--- src/assert_macros.svh ---
// Assertion macros shared by the RTL of the bit slicer.
// Each macro expects a clock i_clk and an active-low reset i_rst_n in scope.
`ifndef ASSERT_MACROS_SVH
`define ASSERT_MACROS_SVH

// Check a condition at every clock edge outside reset.
`define ZCBS_ASSERT(lbl, cond, msg) \
    lbl: assert property (@(posedge i_clk) disable iff (!i_rst_n) (cond)) else $error(msg);

// Check that a trigger is followed by a condition in the next cycle.
`define ZCBS_ASSERT_NEXT(lbl, trig, cond, msg) \
    lbl: assert property (@(posedge i_clk) disable iff (!i_rst_n) (trig) |=> (cond)) \
        else $error(msg);

`endif

--- src/zcbs_pkg.sv ---
// Constants and types for the zero-crossing bit slicer.
// No dependencies; imported by zero_crossing_bit_slicer and tb_top.
package zcbs_pkg;

    localparam int WORD_BITS   = 63;
    localparam int SAMPLE_BITS = 16;
    localparam int REG_BITS    = 16;
    localparam int PHASE_BITS  = 18;
    localparam int COUNT_BITS  = 6;
    localparam int DCD_BITS    = 17;
    localparam int PAT_BITS    = 24;
    localparam int IDX_BITS    = 2;

    localparam logic [IDX_BITS-1:0] REG_CLOCK_STEP = 2'd0;
    localparam logic [IDX_BITS-1:0] REG_PULL_GAIN  = 2'd1;
    localparam logic [IDX_BITS-1:0] REG_DCD_LOAD   = 2'd2;

    localparam logic [REG_BITS-1:0] CLOCK_STEP_RST = 16'd8192;
    localparam logic [REG_BITS-1:0] PULL_GAIN_RST  = 16'd49152;
    localparam logic [REG_BITS-1:0] DCD_LOAD_RST   = 16'd480;

    localparam logic signed [PHASE_BITS-1:0] HALF_SYMBOL = 18'sd32768;
    localparam logic signed [PHASE_BITS-1:0] ONE_SYMBOL  = 18'sd65536;

    localparam logic [PAT_BITS-1:0] PAT_A = 24'h808080;
    localparam logic [PAT_BITS-1:0] PAT_B = 24'h7F7F7F;
    localparam logic [PAT_BITS-1:0] PAT_C = 24'h555555;

    localparam logic [COUNT_BITS-1:0] WORD_LAST = COUNT_BITS'(WORD_BITS);
    localparam logic signed [DCD_BITS-1:0] DCD_NONE = '1;

    typedef struct packed {
        logic [REG_BITS-1:0] clock_step;
        logic [REG_BITS-1:0] pull_gain;
        logic [REG_BITS-1:0] dcd_load;
    } t_cfg;

endpackage

--- src/zero_crossing_bit_slicer.sv ---
// Zero-crossing bit slicer with symbol clock recovery, top level.
// Depends on zcbs_pkg and assert_macros.svh.
//
// Usage:
//   Input channel i_valid/o_ready carries one signed sample per request.
//   Output channel o_valid/i_ready returns one result per sample: a
//   word_valid flag, the completed 63-bit data word (zero when no word
//   completes) and the carrier-detect countdown after that sample.
//   Registers are written through i_cfg_we/i_cfg_index/i_cfg_data; the user
//   writes them only while the block is idle (the block does not enforce
//   this): 0 clock_step, 1 pull_gain, 2 dcd_load; index 3 is ignored.
//   A sample is held in the input register on acceptance and its result
//   in the result register when it advances; throughput is one sample per
//   cycle while the receiver does not stall, set by the combinational phase update (add, threshold, 18x16 scale).
//   A stalled receiver holds the result register; the input register
//   still takes one more sample, after which o_ready drops until the
//   result is taken.
//   Synchronous reset restores the register defaults and clears phase,
//   shift word, bit count, carrier count and the previous sample.
`include "assert_macros.svh"

module zero_crossing_bit_slicer (
    input  logic                                  i_clk,
    input  logic                                  i_rst_n,
    input  logic                                  i_valid,
    output logic                                  o_ready,
    input  logic signed [zcbs_pkg::SAMPLE_BITS-1:0] i_sample,
    output logic                                  o_valid,
    input  logic                                  i_ready,
    output logic                                  o_word_valid,
    output logic [zcbs_pkg::WORD_BITS-1:0]        o_data_word,
    output logic signed [zcbs_pkg::DCD_BITS-1:0]  o_dcd_count,
    input  logic                                  i_cfg_we,
    input  logic [zcbs_pkg::IDX_BITS-1:0]         i_cfg_index,
    input  logic [zcbs_pkg::REG_BITS-1:0]         i_cfg_data
);
    import zcbs_pkg::*;

    t_cfg                         r_cfg;
    logic                         r_in_valid;
    logic signed [SAMPLE_BITS-1:0] r_in_sample;
    logic                         r_out_valid;
    logic                         r_word_valid;
    logic [WORD_BITS-1:0]         r_data_word;

    logic signed [PHASE_BITS-1:0] r_phase;
    logic [WORD_BITS-1:0]         r_shift;
    logic [COUNT_BITS-1:0]        r_count;
    logic signed [DCD_BITS-1:0]   r_carrier;
    logic                         r_prev_pos;

    logic                         adv;
    logic                         s_pos;
    logic                         bit_tick;
    logic                         word_done;
    logic signed [PHASE_BITS-1:0] p_add;
    logic signed [PHASE_BITS-1:0] p_bit;
    logic [PHASE_BITS-1:0]        p_mag;
    logic [PHASE_BITS+REG_BITS-1:0] p_prod;
    logic [PHASE_BITS-1:0]        p_scaled;
    logic [COUNT_BITS-1:0]        cnt_inc;
    logic [WORD_BITS-1:0]         shift_in;
    logic [PAT_BITS-1:0]          pat;
    logic signed [DCD_BITS-1:0]   car_dec;

    logic signed [PHASE_BITS-1:0] n_phase;
    logic [WORD_BITS-1:0]         n_shift;
    logic [COUNT_BITS-1:0]        n_count;
    logic signed [DCD_BITS-1:0]   n_carrier;
    logic [WORD_BITS-1:0]         n_data_word;

    assign adv     = r_in_valid && (!r_out_valid || i_ready);
    assign o_ready = !r_in_valid || adv;

    always_comb begin
        s_pos     = !r_in_sample[SAMPLE_BITS-1] && (|r_in_sample);
        p_add     = r_phase + $signed({{(PHASE_BITS-REG_BITS){1'b0}}, r_cfg.clock_step});
        bit_tick  = p_add > HALF_SYMBOL;
        p_bit     = bit_tick ? p_add - ONE_SYMBOL : p_add;
        p_mag     = p_bit[PHASE_BITS-1] ? PHASE_BITS'(-p_bit) : PHASE_BITS'(p_bit);
        p_prod    = p_mag * r_cfg.pull_gain;
        p_scaled  = p_prod[PHASE_BITS+REG_BITS-1:REG_BITS];
        n_phase   = p_bit;
        if (r_prev_pos ^ s_pos) begin
            n_phase = p_bit[PHASE_BITS-1] ? $signed(PHASE_BITS'(-p_scaled))
                                          : $signed(p_scaled);
        end

        shift_in    = {r_shift[WORD_BITS-2:0], s_pos};
        cnt_inc     = r_count + COUNT_BITS'(1);
        word_done   = bit_tick && (cnt_inc >= WORD_LAST);
        car_dec     = (r_carrier == DCD_NONE) ? DCD_NONE : r_carrier - DCD_BITS'(1);
        n_shift     = r_shift;
        n_count     = r_count;
        n_carrier   = r_carrier;
        n_data_word = '0;
        if (bit_tick) begin
            n_shift   = word_done ? '0 : shift_in;
            n_count   = word_done ? '0 : cnt_inc;
            n_carrier = car_dec;
        end
        if (word_done) begin
            n_data_word = shift_in;
        end
        pat = n_shift[PAT_BITS-1:0];
        if (bit_tick && (pat == PAT_A || pat == PAT_B || pat == PAT_C)) begin
            n_carrier = $signed({1'b0, r_cfg.dcd_load});
        end
    end

    always_ff @(posedge i_clk) begin
        if (!i_rst_n) begin
            r_cfg.clock_step <= CLOCK_STEP_RST;
            r_cfg.pull_gain  <= PULL_GAIN_RST;
            r_cfg.dcd_load   <= DCD_LOAD_RST;
        end else if (i_cfg_we) begin
            unique case (i_cfg_index)
                REG_CLOCK_STEP: r_cfg.clock_step <= i_cfg_data;
                REG_PULL_GAIN:  r_cfg.pull_gain  <= i_cfg_data;
                REG_DCD_LOAD:   r_cfg.dcd_load   <= i_cfg_data;
                default: begin
                end
            endcase
        end
    end

    always_ff @(posedge i_clk) begin
        if (!i_rst_n) begin
            r_in_valid  <= 1'b0;
            r_out_valid <= 1'b0;
            r_phase     <= '0;
            r_shift     <= '0;
            r_count     <= '0;
            r_carrier   <= '0;
            r_prev_pos  <= 1'b0;
        end else begin
            if (o_ready) begin
                r_in_valid <= i_valid;
            end
            if (adv) begin
                r_out_valid <= 1'b1;
                r_phase     <= n_phase;
                r_shift     <= n_shift;
                r_count     <= n_count;
                r_carrier   <= n_carrier;
                r_prev_pos  <= s_pos;
            end else if (i_ready) begin
                r_out_valid <= 1'b0;
            end
        end
    end

    always_ff @(posedge i_clk) begin
        if (o_ready && i_valid) begin
            r_in_sample <= i_sample;
        end
        if (adv) begin
            r_word_valid <= word_done;
            r_data_word  <= n_data_word;
        end
    end

    assign o_valid      = r_out_valid;
    assign o_word_valid = r_word_valid;
    assign o_data_word  = r_data_word;
    assign o_dcd_count  = r_carrier;

    `ZCBS_ASSERT(a_count_range, r_count < WORD_LAST, "bit count reached word length")
    `ZCBS_ASSERT(a_carrier_floor, r_carrier >= DCD_NONE, "carrier count below floor")
    `ZCBS_ASSERT(a_empty_word, !(o_valid && !o_word_valid) || (o_data_word == '0),
        "data word nonzero without word_valid")
    `ZCBS_ASSERT_NEXT(a_in_hold, r_in_valid && r_out_valid && !i_ready,
        r_in_valid && $stable(r_in_sample), "input register lost a request on stall")

endmodule

--- config.mk ---
export PLATFORM = sky130hd
export DESIGN_NAME = zero_crossing_bit_slicer
export DESIGN_NICKNAME = d
export VERILOG_FILES = /design/src/zcbs_pkg.sv /design/src/zero_crossing_bit_slicer.sv
export VERILOG_INCLUDE_DIRS = /design/src /design/src/src
export SDC_FILE = /design/constraint.sdc
export NUM_CORES = 1
export LEC_CHECK = 0
export ABC_AREA = 1
export BUFFER_PORTS_ARGS = -buffer_cell sky130_fd_sc_hd__clkbuf_2
export CAP_MARGIN = 20
export CORE_MARGIN = 4
export CORE_UTILIZATION = 45
export CTS_CLUSTER_DIAMETER = 40
export DETAILED_ROUTE_END_ITERATION = 16
export MAX_ROUTING_LAYER = met4
export PLACE_DENSITY = 0.7
export SETUP_SLACK_MARGIN = 0.2
export SYNTH_ARGS = -nofsm -noshare
export SYNTH_HDL_FRONTEND = slang
export SYNTH_SLANG_ARGS = --single-unit
--- constraint.sdc ---
create_clock -name i_clk -period 22.4 [get_ports i_clk]
set_input_delay 2.24 -clock i_clk [delete_from_list [all_inputs] [get_ports i_clk]]
set_output_delay 2.24 -clock i_clk [all_outputs]
set_load 0.03 [all_outputs]
==> run_results.csv, run 1 <==
group,metric,value,unit
yosys,synth_area_leaders,"fa_1 (21%), dfxtp_1 (15%), nand2_1 (12%), edfxtp_1 (11%), inv_1 (9.0%)",
timing,clock.fmax,86.1,MHz
clock_tree,cts_max_path_buffers,3,
global_route,grt_max_degree,104,
critical_path,critPathLaunchType,"register",
critical_path,r2r_cells,47,
critical_path,cpPeakStageDelay,0.84,ns
clock_tree,cts_root_buffer,"clkbuf_16",
yosys,synth_fp_nets,3178,
critical_path,crit_required,22.84,ns
yosys,synth_cell_types,54,
detailed_routing,drt-met1-wl,27.1,mm
cells_and_area,fin_nets,3250,
job,drv_cap,0,
min_path,hold_path_depth,2,
min_path,hp-class,"register to register",
yosys,synth_edf_count,80,
clock_tree,clock_latency,0.58,ns
floorplanning,die_h,225,µm
floorplanning,die_w,225,µm
clock_tree,cts_setup_buffers,0,
timing,setup_tns,0,ns
global_route,antenna_found_initial,3,
yosys,synthTopCellsByCount,"nand2_1 (659), inv_1 (506), nor2_1 (311), fa_1 (222), a21oi_1 (197)",
detailed_routing,drc,0,
yosys,ys.flop_type,"dfxtp_1",
critical_path,setup.worst_path.end_class,"register",
yosys,synth_largest_area_cell,"fa_1",
timing,whs,0.470,ns
place,dp_hpwl,49.1,mm
timing,layout_min_cycle_time,11.62,ns
detailed_routing,wl_per_cell,17.8,µm
yosys,syn_inst,2791,
timing,tightest_slew,1.10,ns
yosys,ys_ff_latch,234,
global_route,grt_overflow,0,
clock_tree,cts.clk_slew.worst_paths,0.06,ns
detailed_routing,wl_met3,4.36,mm
yosys,yosysMostFrequentCell,"nand2_1",
timing,setup_viol,0,
detailed_routing,dr_wl_met2,28.5,mm
yosys,synth_area,21200,µm²
timing,clock_skew,0.0316,ns
timing,worst_slack,10.78,ns
detailed_routing,dr.pass1.iters,5,
critical_path,cp_common_cell,"nand2_1",
clock_tree,cts_tree,"built",
critical_path,crit_fanout,34,
yosys,avgSynthCellArea,7.60,µm²
detailed_routing,drt_wl_total,62.3,mm
critical_path,crit_slowest_cell,"clkinv_1",
timing,rsz0062_at_grt,"no",
critical_path,worstSetupPathType,"register to register",
place,placed_area,22300,µm²
place,place_ws,10.94,ns
cells_and_area,fillCellCount,4431,
floorplanning,core,46600,µm²
detailed_routing,vias_per_cell,5.28,
detailed_routing,first_iter_violations,1705,
detailed_routing,vias,18500,
yosys,ys_seq_area_share,25.9,%
floorplanning,initial_core_util,45.6,%
clock_tree,postCtsResizedCells,0,
detailed_routing,highest_layer,"met4",
timing,period_share,51.9,%
timing,slew_violations,0,
timing,finalHoldViolCount,0,
floorplanning,die_area,50700,µm²
yosys,yosysWarnings,0,
global_route,grt_pass1_wl,98.3,mm
timing,relSlewSlack,26.3,%
cells_and_area,synthToLayoutAreaGrowth,10.4,%
global_route,grt_use_total,24.9,%
global_route,grt_pass1_vias,18400,
yosys,synth_top_area_share,20.9,%
clock_tree,ctsHtreeMaxLevel,1,
place,gp_congestion,1.01,
floorplanning,pin_count,122,
yosys,async_flop_share,0,%
clock_tree,cts_hold_buf,0,
cells_and_area,drive_gt1_share,9.56,%
detailed_routing,antenna_left,0,
cells_and_area,design_area,23400,µm²
critical_path,crit_arrival,12.05,ns
run_status,status,"finished clean",
clock_tree,clock-sinks,234,
clock_tree,cts_buffers,30,
floorplanning,rows,79,
place,io_buffers,121,
-- state kept, by name (all words and copies together), names as in the netlist --
register      count
r_shift          62
o_dcd_count      17
o_data_word      63
r_in_sample      16
r_prev_pos        1
r_cfg            48
r_in_valid        1
o_valid           1
o_word_valid      1
r_count           6
r_phase          18
-- critical path, delay by kind of cell, from the launching register on --
kind,cells,cell delay [ns]
adder cells (fa/ha/maj),10,4.37
AND/OR/NAND/NOR,19,3.23
buffers and inverters,9,1.74
AO/OA/AOI/OAI,8,1.59
flip-flops,1,0.31
XOR/XNOR,1,0.22
-- cells by family after synthesis --
group	count (synthesis)	synth area share [%]
simple gates	1198	23.9
buf+inv	622	11.2
compound gates	352	9.14
fa+ha+maj	348	28.4
flops	234	25.9
xor+xnor	37	1.56
-- through the flow --
stage          instances  util [%]
2_1_floorplan       2791         -
3_3_place_gp        3434      47.8
3_5_place_dp        3435      47.9
4_1_cts             3491      50.1
5_1_grt             3497      50.3
6_report            3497      50.3
-- layer usage --
layer  track usage [%]  up-vias
met5                 -        -
met4              8.01        0
met3              4.03      153
met2              38.8      723
met1              33.5     8766
li1                  -     8824
-- cell type report --
cell class	instances	area (µm²)	area share, %
diodes	3	7.51	0.0321
clock buffers	36	813	3.47
clock inverters	20	233	0.994
inverters	528	1990	8.49
multi-input cells	1935	13400	57.0
flip-flops and latches	234	5490	23.4
well taps	607	759	3.24
repair buffers	134	776	3.31
-- final timing paths --
path | from | end | slack [ns]
max reg2reg | r_cfg[32]$_SDFFE_PN0P_ | r_phase[17]$_SDFFE_PN0P_ | 10.78
min | r_phase[9]$_SDFFE_PN0P_ | r_phase[9]$_SDFFE_PN0P_ | 0.47
min reg2reg | r_phase[9]$_SDFFE_PN0P_ | r_phase[9]$_SDFFE_PN0P_ | 0.47
max | r_cfg[32]$_SDFFE_PN0P_ | r_phase[17]$_SDFFE_PN0P_ | 10.78
-- layout by cell type, fill, tap and decap left out, types with 7 or more instances in the layout --
master,Yosys,layout
buf_4,0,9
o221ai_1,7,7
clkinv_1,11,13
o21ai_0,72,72
inv_1,506,503
edfxtp_1,80,80
a21oi_1,197,197
nor2_1,311,310
nor4_1,11,11
clkbuf_16,0,30
nor3_1,18,18
fa_1,222,222
inv_2,10,11
o211ai_1,10,10
dfxtp_1,154,154
nand3_1,101,101
clkbuf_2,0,121
nand3b_1,11,11
nand3_2,9,9
a31oi_1,11,11
xnor2_1,12,12
nand2_4,8,8
nand4_1,22,22
xor2_1,24,24
o21ai_1,27,27
nand2_2,26,27
nand2_1,659,658
ha_1,126,126
Power of run 1 is left out: the tool's default activity adds up to more than one toggle a clock period on the data nets, which glitch-free logic cannot reach.
==> inputs of run 2 (changes only) <==
--- a/config.mk
+++ b/config.mk
@@ -14,7 +14,7 @@
 export CTS_CLUSTER_DIAMETER = 40
 export DETAILED_ROUTE_END_ITERATION = 16
 export MAX_ROUTING_LAYER = met4
-export PLACE_DENSITY = 0.7
+export PLACE_DENSITY = 0.72
 export SETUP_SLACK_MARGIN = 0.2
 export SYNTH_ARGS = -nofsm -noshare
 export SYNTH_HDL_FRONTEND = slang
==> constraint.sdc (replaced) <==
create_clock -name i_clk -period 9.7 [get_ports i_clk]
set_input_delay 0.97 -clock i_clk [delete_from_list [all_inputs] [get_ports i_clk]]
set_output_delay 0.97 -clock i_clk [all_outputs]
set_load 0.03 [all_outputs]
==> run 2 against run 1 <==
  * Critical endpoint is now r_phase[13]$_SDFFE_PN0P_
  * First-iteration DRC count up 5.0%
  * Final area up 4.6%
  * Worst hold slack worse by 0.0020 ns
  * Setup slack worse by 10 ns
  * Critical path type unchanged
  * Via count up 0.28%
  * Fmax up 28%
  * Global-route usage down 0.67 points
  * Critical path depth unchanged
  * Die area unchanged
==> run_results.csv, run 2 (same netlist as run 1, synthesis figures left out) <==
group,metric,value,unit
floorplanning,die_area,50700,µm²
floorplanning,rows,79,
floorplanning,die_w,225,µm
critical_path,cp_common_cell,"fa_1",
critical_path,crit_family,"adder cells",
critical_path,reg2reg_slack,0.61,ns
critical_path,critPathLaunchType,"register",
detailed_routing,wl_per_cell,17.4,µm
timing,finalHoldViolCount,0,
timing,period_share,93.8,%
critical_path,crit_buf_inv,9,
timing,tightest_slew,1.11,ns
cells_and_area,drive_gt1_share,15.6,%
detailed_routing,drt_wl_total,61.7,mm
place,dp_hpwl,47.1,mm
place,io_buffers,121,
timing,setup_tns,0,ns
timing,layout_min_cycle_time,9.09,ns
cells_and_area,largest_reg_flops,63,
global_route,antenna_found_initial,2,
timing,clock_skew,0.0261,ns
place,gp_congestion,1.01,
global_route,grt_pass1_wl,95.4,mm
critical_path,cpPeakStageDelay,0.56,ns
clock_tree,cts_root_buffer,"clkbuf_16",
detailed_routing,first_iter_violations,1790,
clock_tree,cts_tree,"built",
critical_path,crit_slowest_cell,"fa_1",
floorplanning,initial_core_util,45.6,%
timing,slew_violations,0,
timing,rsz0062_at_grt,"yes",
cells_and_area,final_common_cell,"nand2_1",
clock_tree,clock-sinks,234,
min_path,hp-class,"register to register",
floorplanning,die_h,225,µm
detailed_routing,dr.pass1.iters,7,
timing,clock.fmax,110,MHz
detailed_routing,drc,0,
clock_tree,cts_max_path_buffers,3,
cells_and_area,final_cell_mix,"nand2_1 (633), inv_1 (488), nor2_1 (298)",
floorplanning,core,46600,µm²
global_route,grt_max_degree,99,
clock_tree,cts.clk_slew.worst_paths,0.06,ns
critical_path,worstSetupPathType,"register to register",
critical_path,crit_required,10.08,ns
detailed_routing,vias_per_cell,5.22,
timing,relSlewSlack,25.6,%
clock_tree,ctsHtreeMaxLevel,1,
cells_and_area,postLayoutCoreUtil,52.6,%
floorplanning,pin_count,122,
global_route,grt_use_total,24.2,%
cells_and_area,synthToLayoutAreaGrowth,15.5,%
timing,whs,0.468,ns
critical_path,setup.worst_path.end_class,"register",
clock_tree,clock_latency,0.56,ns
run_status,status,"finished clean",
critical_path,crit_fanout,8,
clock_tree,cts_buffers,28,
cells_and_area,fin_nets,3306,
job,drv_cap,0,
global_route,grt_pass1_vias,17600,
critical_path,crit_arrival,9.47,ns
detailed_routing,antenna_left,0,
timing,setup_viol,0,
global_route,grt_overflow,0,
detailed_routing,vias,18500,
run 2: routing by layer:
layer	track usage [%]	wire length (µm)	vias to the layer above
li1	-	-	8934
met1	33.6	26800	8769
met2	37.3	27900	685
met3	3.57	4720	130
met4	6.82	2180	0
met5	-	0	-
run 2: cell type report:
cell class / instances / area (µm²)
fill: 4394 / 22100
multi-input combinational: 1935 / 14000
tap: 607 / 759
antenna: 2 / 5.00
clock inverter: 16 / 199
timing repair buffer: 191 / 1220
clock buffer: 36 / 741
inverter: 528 / 2030
timing repair inverter: 1 / 5.00
sequential: 234 / 5490
run 2: final timing paths:
check,from,endpoint,cells past startpoint
hold reg to reg,r_cfg[0]$_SDFFE_PN0P_,r_cfg[0]$_SDFFE_PN0P_,2
setup reg to reg,r_cfg[32]$_SDFFE_PN0P_,r_phase[13]$_SDFFE_PN0P_,47
hold / removal,r_cfg[0]$_SDFFE_PN0P_,r_cfg[0]$_SDFFE_PN0P_,2
setup / recovery,r_cfg[32]$_SDFFE_PN0P_,r_phase[13]$_SDFFE_PN0P_,47
run 2: per-stage QoR:
stage | instance area, µm² | std cells | setup WS, ns
after global placement | 22600 | 3472 | 0.00172
after global routing | 24500 | 3550 | 0.0722
after floorplan | 21200 | 2791 | 0.597
after detailed placement | 22600 | 3472 | -0.115
final | 24500 | 3550 | 0.605
after CTS | 23600 | 3525 | 0.214
run 2: what timing repair did:
action                                  4_1_cts  5_1_grt
endpoints found under the setup margin       14       17
resized for setup                            28      158
setup buffers                                 1       20
cloned                                        0        3
hold buffers                                  0        0
pin swaps                                     1       41
run 2: tightest hold or removal path, stage by stage, from the launching register on:
cell	delay [ns]
dfxtp_1	0.31
nand2_1	0.06
a21oi_1	0.06
Power of run 2 is left out for the same reason.
